$ cat config.mk
export PLATFORM = sky130hd
export DESIGN_NAME = vpq_pend_ram
export DESIGN_NICKNAME = d
export VERILOG_FILES = /design/src/rtl/vpq_pkg.sv /design/src/rtl/vpq_pend_ram.sv
export SDC_FILE = /design/constraint.sdc
export NUM_CORES = 1
export LEC_CHECK = 0
export BUFFER_PORTS_ARGS = -buffer_cell sky130_fd_sc_hd__buf_2
export CORE_MARGIN = 8
export CORE_UTILIZATION = 45
export CTS_CLUSTER_DIAMETER = 100
export DETAILED_ROUTE_END_ITERATION = 10
export PLACE_DENSITY_LB_ADDON = 0.05
export SETUP_SLACK_MARGIN = 0.15
export SLEW_MARGIN = 20
export SYNTH_ARGS = -nofsm -noshare
export SYNTH_HDL_FRONTEND = slang
export SYNTH_SLANG_ARGS = --single-unit
$ cat constraint.sdc
create_clock -name i_clk -period 2.7 [get_ports i_clk]
set_input_delay 0 -clock i_clk [delete_from_list [all_inputs] [get_ports i_clk]]
set_output_delay 0 -clock i_clk [all_outputs]
set_load 0.1 [all_outputs]
$ cat src/rtl/vpq_pkg.sv
// ----------------------------------------------------------------------------
// vpq_pkg
// Shared types and constants for the virtual interrupt pending queue with
// list register flush.
// ----------------------------------------------------------------------------
package vpq_pkg;

    localparam int PENDING_DEPTH_DEF = 16;
    localparam int MAX_LIST_REGS_DEF = 16;

    localparam int CMD_W    = 2;
    localparam int VIRQ_W   = 24;
    localparam int IDX_W    = 4;
    localparam int LR_W     = 64;
    localparam int STATUS_W = 2;
    localparam int CNT_W    = 5;

    localparam logic [CNT_W-1:0] LR_COUNT_RST = 5'd4;
    localparam logic [7:0]       LR_PRIO_VAL  = 8'ha0;
    localparam int               LR_PRIO_LSB  = 48;
    localparam int               LR_GROUP1_BIT = 60;
    localparam int               LR_PEND_BIT  = 62;
    localparam int               LR_ACT_BIT   = 63;

    typedef enum logic [CMD_W-1:0] {
        CMD_INJECT = 2'd0,
        CMD_FLUSH  = 2'd1,
        CMD_WRITE  = 2'd2,
        CMD_READ   = 2'd3
    } t_cmd;

    typedef enum logic [STATUS_W-1:0] {
        ST_DONE = 2'd0,
        ST_DUP  = 2'd1,
        ST_FULL = 2'd2
    } t_status;

    typedef enum logic [3:0] {
        S_IDLE  = 4'b0001,
        S_SCAN  = 4'b0010,
        S_FLUSH = 4'b0100,
        S_FIN   = 4'b1000
    } t_state;

    // Access request to the list register bank.
    typedef struct packed {
        logic             wr_en;
        logic [IDX_W-1:0] wr_idx;
        logic [LR_W-1:0]  wr_data;
        logic             rd_en;
        logic [IDX_W-1:0] rd_idx;
    } t_lr_req;

    // List register image for a freshly injected interrupt: group 1,
    // pending, priority 0xa0, hardware bit clear.
    function automatic logic [LR_W-1:0] lr_make(input logic [VIRQ_W-1:0] id);
        logic [LR_W-1:0] v;
        v = LR_W'(id);
        v[LR_GROUP1_BIT] = 1'b1;
        v[LR_PEND_BIT] = 1'b1;
        v[LR_PRIO_LSB +: 8] = LR_PRIO_VAL;
        return v;
    endfunction

endpackage

$ cat src/rtl/vpq_pend_ram.sv
// ----------------------------------------------------------------------------
// vpq_pend_ram
// Pending interrupt list storage: one write port, one registered read port.
// ----------------------------------------------------------------------------
module vpq_pend_ram import vpq_pkg::*; #(
    parameter int  DEPTH = PENDING_DEPTH_DEF,
    localparam int AW    = (DEPTH > 1) ? $clog2(DEPTH) : 1
) (
    input  logic              i_clk,
    input  logic              i_wr_en,
    input  logic [AW-1:0]     i_wr_addr,
    input  logic [VIRQ_W-1:0] i_wr_data,
    input  logic              i_rd_en,
    input  logic [AW-1:0]     i_rd_addr,
    output logic [VIRQ_W-1:0] o_rd_data
);

    logic [VIRQ_W-1:0] r_mem [DEPTH];
    logic [VIRQ_W-1:0] r_rd_data;

    always_ff @(posedge i_clk) begin
        if (i_wr_en) begin
            r_mem[i_wr_addr] <= i_wr_data;
        end
        if (i_rd_en) begin
            r_rd_data <= r_mem[i_rd_addr];
        end
    end

    assign o_rd_data = r_rd_data;

endmodule

* Yosys cells after proc, flatten, opt, wreduce, memory -nomap -nowiden
Memory sizes are Yosys's and may differ from the RTL's. A register that Yosys moved wholly into a read port is not among the register bits.
Index checks and enable logic that the tools add are counted.
** Cells by class
- Mux-type cells :: 2
** Operators by type and width (number)
- $mux W1 :: 2
** Storage, ports and cells
- Bits in registers :: 0
- Memories kept :: 1
- RAM bits :: 384
- Logic and storage cells :: 3
- Input bits :: 35
** Memory list
- r_mem :: depth 16, bits a word 24, read ports 1, clocked after memory_dff 1, write ports 1, RTL line vpq_pend_ram.sv:18 : logic [VIRQ_W-1:0] r_mem [DEPTH];

* Depth between registers and ports, before layout
- Word-level depth :: 2
- Mapped depth :: 6

* Worst setup path after synthesis
OpenSTA, ideal clock, no wires.
- Path kind :: input to register
- Start point :: input i_wr_addr[2]
- End point :: memory r_mem[0][0], enable pin
- Stages :: 2
- Data arrival time :: 2.182 ns
- Path buffers :: 0
- Path slack :: 0.083 ns
- Cells stage by stage :: or3b_2 -> nor3_1
** RTL lines
- from (decl) :: RTL line vpq_pend_ram.sv:11 : input logic [AW-1:0] i_wr_addr,
- to (decl) :: RTL line vpq_pend_ram.sv:18
Straight into the memory's write port.

==> results.json <==
{
  "status": "complete, no violations",
  "ios": 59,
  "required_ps": 2980,
  "final_area_um2": 17870,
  "crit_path_end_kind": "flip-flop",
  "initial_core_util_pct": 45.47,
  "final_cell_mix": "408 x edfxtp_1, 96 x mux4_2, 56 x buf_2",
  "rsz0062_at_grt": "no",
  "cts_max_path_buffers": 3,
  "drive_above_1_share_pct": 33.17,
  "hold_viol_final": 0,
  "drt_wl_total_um": 34260,
  "grt_util_all_layers_pct": 17.69,
  "multiInputGateArea_um2": 2869,
  "grt_max_degree": 33,
  "synth-seq-cells": 408,
  "rows": 67,
  "numPortBuffers": 58,
  "gp_congestion": 0.7041,
  "wl_per_cell_um": 27.61,
  "tightest_slew_ps": 893.7,
  "diodes": 0,
  "leakage_nw": 5.734,
  "dieArea_um2": 39840,
  "grtUsageMet3_pct": 2.661,
  "antenna_left": 0,
  "dpl-instance-area_um2": 16350,
  "synth.distinct_cells": 15,
  "final_common_cell": "edfxtp_1",
  "synthesis.nets": 671,
  "fillers": 2666,
  "drt_iter0_drc": 470,
  "grt_pass1_vias": 7568,
  "vias": 7030,
  "grt-busiest-layer": "met2",
  "clock-sinks": 408,
  "synth_warnings": 0,
  "cts_tree": "done",
  "holdPathStages": 3,
  "post_cts_resized": 0,
  "synth_area_um2": 15170,
  "grt_pass1_wl_um": 50600,
  "drt-vias-per-instance": 5.665,
  "grt_antenna_before_repair": 1,
  "dp_hpwl_um": 18380,
  "cts_made_buffers": 43,
  "gr-usage-met1_pct": 24.24,
  "arrival_ps": 1740,
  "finClkSkew_ps": 12.64,
  "period_share_pct": 53.81,
  "synth_sequential_area_ratio_pct": 80.76,
  "clock_latency_ps": 530,
  "layout.nets": 797,
  "crit_type": "reg2reg",
  "final.setup.tns_ps": 0,
  "hold_path.class": "in2reg",
  "dieHeight_um": 199.6,
  "grtUsageMet2_pct": 29.81,
  "max_cap_violations": 0,
  "gr-total-overflow": 0,
  "powerDensity_nw_per_um2": 754.0,
  "drv_slew": 0,
  "fin_crit_ps": 1453,
  "worst-path-max-fanout": 1,
  "first_pass_iters": 5,
  "startpoint_type": "flip-flop",
  "synth.avg_cell_area_um2": 23.85,
  "seqCellArea_um2": 12250,
  "syn_inst": 636,
  "area_growth_pct": 17.80,
  "max_freq_mhz": 688.3,
  "setup_viol_count_final": 0,
  "cts_setup_buffers": 0,
  "relSlewSlack_pct": 40.42,
  "htreeDepth": 2,
  "cts_root_buf": "clkbuf_16",
  "core_area_um2": 33360,
  "die_w_um": 199.6,
  "clkSlewWorstSetupHoldPaths_ps": 60,
  "irDropWorstVdd_mv": 0.4686,
  "drc": 0,
  "ff2ff_path_depth": 3
}
synthesized netlist by cell type:
| master | n | share of area, % |
|---|---|---|
| nand3_1 | 1 | 0.033 |
| clkbuf_1 | 18 | 0.45 |
| nand2b_1 | 2 | 0.082 |
| nand2_1 | 25 | 0.62 |
| buf_2 | 10 | 0.33 |
| nor3_1 | 4 | 0.13 |
| mux4_2 | 96 | 14 |
| a22oi_1 | 48 | 2.4 |
| nor2_1 | 13 | 0.32 |
| nand3b_1 | 2 | 0.099 |
| and2_1 | 1 | 0.041 |
| buf_6 | 5 | 0.37 |
| or3b_2 | 1 | 0.058 |
| edfxtp_1 | 408 | 81 |
| nor2b_1 | 2 | 0.082 |
worst max-delay path, cell delays in order, from the launching register on:
cell      delay, ps
edfxtp_1        370
mux4_2          460
a22oi_1         290
nand2_1          90
kinds of logic (layout without fill, tap and decap cells):
kind of cell	Yosys count	in the layout	synth area share, %
DFF	408	408	80.76
muxes	96	96	14.25
and+or+nand+nor	51	51	1.468
buffers and inverters	33	190	1.146
AOI/OAI and AO/OA	48	48	2.375
metal layers:
metal,vias to the layer above,routed length [um]
li1,2982,-
met1,3806,14800
met2,191,17340
met3,49,1602
met4,2,505
met5,-,13
power breakdown:
part | internal (mW) | switching, mW | total, mW
clock | 3.13 | 2.30 | 5.42
sequential | 7.14 | 0.0378 | 7.17
combinational | 0.285 | 0.595 | 0.880
through the flow:
step / hold WS [ps] / setup slack, ps / util [%] / std cells / total power, mW
after floorplan: 98.87 / 383.0 / - / 636 / 7.868
after global placement: 361.9 / 854.5 / 48.99 / 1141 / 8.157
after detailed placement: 385.8 / 849.7 / 48.99 / 1141 / 8.178
after CTS: 68.06 / 1207 / 53.56 / 1241 / 13.61
after global routing: 87.99 / 1179 / 53.56 / 1241 / 13.87
final: 82.90 / 1247 / 53.56 / 1241 / 13.48
cell type report:
cell class / instances / area share (%)
Clock buffer: 55 / 6.511
Clock inverter: 21 / 0.6791
Multi-Input combinational cell: 195 / 16.05
Sequential cell: 408 / 68.56
Tap cell: 448 / 3.137
Timing Repair Buffer: 114 / 5.062
timing repair:
action,in CTS,in global routing
endpoints found under the setup margin,0,0
hold endpoints to repair,384,0
hold buffers,24,0
path summary, 6_finish.rpt:
kind	start	endpoint	slack, ps
setup / recovery	r_mem[2][5]	o_rd_data[5]	1250
setup reg to reg	r_mem[2][5]	o_rd_data[5]	1250
hold / removal	i_wr_addr[0]	r_mem[8][8]	80
hold reg to reg	r_mem[15][5]	o_rd_data[5]	730
sequential cells by signal, indices dropped and copies added, names as in the netlist:
register / cells
r_mem: 384
o_rd_data: 24
Power figures use the tool's default switching activity.
