<file path="src/rtl/vpq_pkg.sv">
// ----------------------------------------------------------------------------
// vpq_pkg
// Shared types and constants for the virtual interrupt pending queue with
// list register flush.
// ----------------------------------------------------------------------------
package vpq_pkg;

    localparam int PENDING_DEPTH_DEF = 16;
    localparam int MAX_LIST_REGS_DEF = 16;

    localparam int CMD_W    = 2;
    localparam int VIRQ_W   = 24;
    localparam int IDX_W    = 4;
    localparam int LR_W     = 64;
    localparam int STATUS_W = 2;
    localparam int CNT_W    = 5;

    localparam logic [CNT_W-1:0] LR_COUNT_RST = 5'd4;
    localparam logic [7:0]       LR_PRIO_VAL  = 8'ha0;
    localparam int               LR_PRIO_LSB  = 48;
    localparam int               LR_GROUP1_BIT = 60;
    localparam int               LR_PEND_BIT  = 62;
    localparam int               LR_ACT_BIT   = 63;

    typedef enum logic [CMD_W-1:0] {
        CMD_INJECT = 2'd0,
        CMD_FLUSH  = 2'd1,
        CMD_WRITE  = 2'd2,
        CMD_READ   = 2'd3
    } t_cmd;

    typedef enum logic [STATUS_W-1:0] {
        ST_DONE = 2'd0,
        ST_DUP  = 2'd1,
        ST_FULL = 2'd2
    } t_status;

    typedef enum logic [3:0] {
        S_IDLE  = 4'b0001,
        S_SCAN  = 4'b0010,
        S_FLUSH = 4'b0100,
        S_FIN   = 4'b1000
    } t_state;

    // Access request to the list register bank.
    typedef struct packed {
        logic             wr_en;
        logic [IDX_W-1:0] wr_idx;
        logic [LR_W-1:0]  wr_data;
        logic             rd_en;
        logic [IDX_W-1:0] rd_idx;
    } t_lr_req;

    // List register image for a freshly injected interrupt: group 1,
    // pending, priority 0xa0, hardware bit clear.
    function automatic logic [LR_W-1:0] lr_make(input logic [VIRQ_W-1:0] id);
        logic [LR_W-1:0] v;
        v = LR_W'(id);
        v[LR_GROUP1_BIT] = 1'b1;
        v[LR_PEND_BIT] = 1'b1;
        v[LR_PRIO_LSB +: 8] = LR_PRIO_VAL;
        return v;
    endfunction

endpackage

</file>
<file path="src/rtl/vpq_lr_bank.sv">
// ----------------------------------------------------------------------------
// vpq_lr_bank
// List register bank: storage with a registered read port, per-register
// written and busy flags, and the lowest-free-register search.
// ----------------------------------------------------------------------------
module vpq_lr_bank import vpq_pkg::*; #(
    parameter int MAX_LIST_REGS = MAX_LIST_REGS_DEF
) (
    input  logic             i_clk,
    input  logic             i_rst_n,
    input  t_lr_req          i_req,
    input  logic [CNT_W-1:0] i_lr_limit,
    output logic [LR_W-1:0]  o_rd_data,
    output logic             o_free_any,
    output logic [IDX_W-1:0] o_free_idx
);

    localparam int LA = (MAX_LIST_REGS > 1) ? $clog2(MAX_LIST_REGS) : 1;

    logic [LR_W-1:0]          r_mem [MAX_LIST_REGS];
    logic [LR_W-1:0]          r_rd_data;
    logic                     r_rd_zero;
    logic [MAX_LIST_REGS-1:0] r_vld;
    logic [MAX_LIST_REGS-1:0] r_busy;
    logic [MAX_LIST_REGS-1:0] free_vec;
    logic [CNT_W-1:0]         act_count;
    logic                     wr_ok;
    logic                     rd_ok;
    logic [LA-1:0]            wr_a;
    logic [LA-1:0]            rd_a;

    assign wr_ok = i_req.wr_en && ({1'b0, i_req.wr_idx} < CNT_W'(MAX_LIST_REGS));
    assign rd_ok = {1'b0, i_req.rd_idx} < CNT_W'(MAX_LIST_REGS);
    assign wr_a  = i_req.wr_idx[LA-1:0];
    assign rd_a  = i_req.rd_idx[LA-1:0];

    always_ff @(posedge i_clk) begin
        if (wr_ok) begin
            r_mem[wr_a] <= i_req.wr_data;
        end
        if (i_req.rd_en) begin
            r_rd_data <= r_mem[rd_a];
        end
    end

    // A register never written reads as zero and counts as free if below the limit.
    always_ff @(posedge i_clk) begin
        if (!i_rst_n) begin
            r_vld     <= '0;
            r_busy    <= '0;
            r_rd_zero <= 1'b1;
        end else begin
            if (wr_ok) begin
                r_vld[wr_a]  <= 1'b1;
                r_busy[wr_a] <= i_req.wr_data[LR_PEND_BIT] | i_req.wr_data[LR_ACT_BIT];
            end
            if (i_req.rd_en) begin
                r_rd_zero <= !(rd_ok && r_vld[rd_a]);
            end
        end
    end

    assign o_rd_data = r_rd_zero ? '0 : r_rd_data;

    assign act_count = (i_lr_limit > CNT_W'(MAX_LIST_REGS)) ? CNT_W'(MAX_LIST_REGS)
                                                             : i_lr_limit;

    always_comb begin
        for (int r = 0; r < MAX_LIST_REGS; r++) begin
            free_vec[r] = !r_busy[r] && (CNT_W'(r) < act_count);
        end
    end

    always_comb begin
        o_free_idx = '0;
        for (int r = MAX_LIST_REGS - 1; r >= 0; r--) begin
            if (free_vec[r]) begin
                o_free_idx = IDX_W'(r);
            end
        end
    end

    assign o_free_any = |free_vec;

endmodule

</file>
<file path="config.mk">
export PLATFORM = sky130hd
export DESIGN_NAME = vpq_lr_bank
export DESIGN_NICKNAME = d
export VERILOG_FILES = /design/src/rtl/vpq_pkg.sv /design/src/rtl/vpq_lr_bank.sv
export SDC_FILE = /design/constraint.sdc
export NUM_CORES = 1
export LEC_CHECK = 0
export ABC_AREA = 1
export ABC_CLOCK_PERIOD_IN_PS = 6650
export BUFFER_PORTS_ARGS = -buffer_cell sky130_fd_sc_hd__buf_2
export CAP_MARGIN = 20
export CELL_PAD_IN_SITES_DETAIL_PLACEMENT = 1
export CELL_PAD_IN_SITES_GLOBAL_PLACEMENT = 1
export CORE_MARGIN = 2
export CORE_UTILIZATION = 52
export CTS_CLUSTER_SIZE = 24
export DETAILED_ROUTE_END_ITERATION = 10
export GPL_ROUTABILITY_DRIVEN = 0
export PLACE_DENSITY = 0.86
export SETUP_SLACK_MARGIN = 0.02
export SLEW_MARGIN = 20
export SYNTH_ARGS = -nofsm -noshare
export SYNTH_HDL_FRONTEND = slang
export SYNTH_SLANG_ARGS = --single-unit
</file>
<file path="constraint.sdc">
create_clock -name i_clk -period 6.65 [get_ports i_clk]
set_clock_uncertainty 0.05 [all_clocks]
set_input_delay 0.665 -clock i_clk [delete_from_list [all_inputs] [get_ports i_clk]]
set_output_delay 0.665 -clock i_clk [all_outputs]
set_load 0.005 [all_outputs]
</file>
# Word-level counts from Yosys, hierarchy flattened
# Memory sizes are Yosys's and may differ from the RTL's. A register that Yosys moved wholly into a read port is not among the register bits.
# Cells that the tools add are included.
# totals
ff_bits	33
latchBits	0
ramBits	1024
rom_bits	0
wordCells	86
mem_count	1
# classes
n_addsub	0
mul	0
div_mod_pow	0
magnitude_cmp	20
n_eq_ne	0
shift	0
muxes	25
n_bitwise	2
n_reduce_logical	35
# memory_table
memory	depth	width	read_ports	rd_clocked_by_memory_dff	write_ports	line_no	rtl
r_mem	16	64	1	1	1	vpq_lr_bank.sv:20	logic [LR_W-1:0] r_mem [MAX_LIST_REGS];
# ops
operator	count
2-to-1 mux 4 bit	16
2-to-1 mux 64 bit	1
less-than comparator 4 x 5 -> 1 bit, first input constant	8
less-than comparator 3 x 5 -> 1 bit, first input constant	4
logical AND 1 bit	17
zero test 1 bit	17
bitwise mux 16 bit	1
bitwise OR 16 bit	1
OR reduction 16 bit	1
less-than comparator 1 x 5 -> 1 bit, first input constant	2
less-than comparator 2 x 5 -> 1 bit, first input constant	2
less-than comparator 4 x 5 -> 1 bit, second input constant	2
> comparator 5 bit, second input constant	1
2-to-1 mux 5 bit	1
binary-select mux 1 bit (select 4 bit)	1
demux 1 bit (select 4 bit)	1
greater-or-equal comparator 4 x 1 -> 1 bit, second input constant	1
2-to-1 mux 1 bit	4
bitwise OR 1 bit	1

# Longest topological paths before layout
# depth
depth_word	20
depth_mapped	19

# Least setup slack after synthesis
# Ideal clock, no wire load.
# synth_timing
kind	input -> register
from	input i_req[73] (netlist name)
to	register r_busy[4]
setup_time_ns	0.089
t_arrival_ns	5.930
slack_ns	0.581
stages	4
n_path_buf	0
path_cell_list	clkinv_1 > nor3_1 > o21ai_0 > a21oi_1
# synth_rtl
element	line_no	rtl
from (decl)	vpq_lr_bank.sv:11	input t_lr_req i_req,
to (signal, indexed assignment)	vpq_lr_bank.sv:55	r_busy[wr_a] <= i_req.wr_data[LR_PEND_BIT] | i_req.wr_data[LR_ACT_BIT];
to (decl)	vpq_lr_bank.sv:24	logic [MAX_LIST_REGS-1:0] r_busy;

==> impl_metrics.ini <==
[worst_setup_path]
cp_slowest_cell = o21ai_0
critPathTopFamily = buffers and inverters
critical_path.cell_chain = buf_8 > inv_16 > buf_16 > o21ai_0 > o221ai_1 > nand3_1 > nand2_1
required_ns = 6.98
startpoint_type = input pin
path_max_fanout = 219
crit_arrival_ns = 3.44
cp_slowest_stage_delay_ns = 0.61
cp-end-kind = flop
critical_path_class = in2reg
critPathBufInv = 3

[cts]
cts_tree = done
cts-root-buf = clkbuf_16
ctsHoldBuffers = 0
worst_skew_pair.late_latency_ns = 0.70
cts_made_buffers = 108
h-tree-depth = 3
ctsResizeCount = 0
cts_setup_buffers = 0
clock_tree.buffer_depth = 3
clkTransAtPathRegs_ns = 0.07
clock_sinks = 1121

[yosys]
postSynth.asyncResetShare_pct = 0
synth.ff_latch_count = 1121
synth-edff-count = 1088
synth_area_leaders = edfxtp_1 75%, o21ai_0 5.9%, nor2_1 5.5%
synth_seq_area_share_pct = 76.67
post-synth-top-count-cell = edfxtp_1
synth.top_cell.area_share_pct = 75.15
synth_ff_type = edfxtp_1
netlist_area_um2 = 43480
syn_nets = 3257
yosys.area.top_type = edfxtp_1
synthCells = 3176
synth.yosys.warnings = 0
ys_types = 35
netlist_top_cells_count = 1088 x edfxtp_1, 640 x nor2_1, 512 x o21ai_0
syn_avg_cell_area_um2 = 13.69

[timing]
setup_violations = 0
max_freq_mhz = 321.2
tightest_slew_ns = 1.112
hold_viol = 0
period_share_pct = 46.82
setup_tns_ns = 0
relSlewSlack_pct = 25.85
finalCriticalPeriod_ns = 3.114
hold_ws_ns = 0.2926
drv_slew = 0
rsz0062_at_grt = no

[final_layout]
drive_above_1_share_pct = 11.57
final_util_pct = 58.53
fin_cells = 4435
nets = 3339
areaGrowthSynthToFinish_pct = 11.96
design_area_um2 = 48670

[global_route]
track_usage_pct = 32.00
grt_overflow = 0
grt_antenna_before_repair = 16
grt_first_pass_wirelength_um = 203700
grt_max_degree = 319
first_global_vias = 31310

[placed_design]
port_buffers = 149
dp_hpwl_um = 67150
placed_cells = 4226
post_dp_cell_area_um2 = 45070

[die]
die_w_um = 293.2
die_area_um2 = 85940
std_cell_rows = 106
start_util_pct = 52.28
die_y_um = 293.2
ios = 150
core_um2 = 83160

[drt]
num_vias = 29460
drt_iter0_drc = 3836
drt-total-wl_um = 138500
drtPass1Iterations = 5
drc = 0
ant_nets = 0
routed_via_density = 6.643
routedWlPerCell_um = 31.23

[power_and_ir_drop]
vdd_drop_max_mv = 0.2173
powerDensity_nw_per_um2 = 310.2
power_leakage_nw = 16.07

[run_status]
status = finished, final reports clean

[hold_path]
hold_path_class = in2reg

[run]
drv_cap = 0
[sequential cells by signal (all words and copies together) (netlist names)]
signal     count
r_mem       1024
r_rd_data     64
r_busy        16
r_vld         16
r_rd_zero      1
[placed cells by master, fill, tap and decap left out, types with 3 or more instances in the layout]
cell and instances:
bufinv_16 9, clkinvlp_4 6, clkbuf_8 7, clkbuf_1 10
nor3_2 8, o22ai_1 49, nand3_1 81, nor2_2 3
dfxtp_1 32, nand2_1 106, clkbuf_16 110, inv_4 3
nor3_1 6, o21ai_1 22, clkinv_2 22, o211ai_1 49
a21oi_1 27, nor2_1 632, inv_2 3, inv_1 97
edfxtp_1 1088, o21ai_0 512, a31oi_1 4, buf_2 144
buf_4 44, o221ai_1 207, buf_12 3, clkinv_1 26
diode_2 11, nor2_4 8
[metal layers]
metal | vias up | global-route usage, % | part of all wire, %
li1 | 12110 | - | -
met1 | 14890 | 40.17 | 36
met2 | 2007 | 53.49 | 50
met3 | 448 | 5.552 | 9.0
met4 | 6 | 16.85 | 4.5
met5 | - | 0 | 0.032
[per-stage QoR]
step	setup WS (ns)	total power, mW
global placement	2.972	8.897
detailed placement	2.806	8.973
floorplan	0.5810	8.582
global route	3.434	15.42
CTS	3.489	15.09
finish	3.536	15.10
[where the power goes]
part	switching, mW	internal [mW]
Clock	2.78	3.44
Combinational	0.666	0.206
Sequential	0.0777	7.93
[worst register-to-register path, stage by stage (launching register included)]
cell      delay, ns
edfxtp_1       0.38
o21ai_0        0.38
o221ai_1       0.24
nand3_1        0.13
nand2_1        0.16
[kinds of logic after synthesis]
kind of cell / after synthesis / synth area share [%]
compound gates: 877 / 12.37
buf+inv: 329 / 3.304
flops: 1121 / 76.67
simple gates: 849 / 7.661
[final timing paths]
| check | start | slack (ns) | end | cells after the start |
|---|---|---|---|---|
| setup / recovery | i_req[0] | 3.54 | r_rd_data[32] | 7 |
| hold / removal | i_req[13] | 0.29 | r_mem[15][8] | 1 |
| setup reg to reg | r_mem[9][32] | 5.00 | r_rd_data[32] | 4 |
| hold reg to reg | r_vld[14] | 0.47 | r_vld[14] | 2 |
[area by class of cell]
cell class / instances / area (um2)
flip-flops and latches: 1121 / 33340
clock buffers: 126 / 2873
repair buffers: 196 / 1206
inverters: 105 / 422.9
multi-input cells: 1726 / 8813
clock inverters: 70 / 644.4
diodes: 11 / 27.53
well taps: 1080 / 1351
fillers: 7888 / 34480
(Power assumes the default switching activity.)
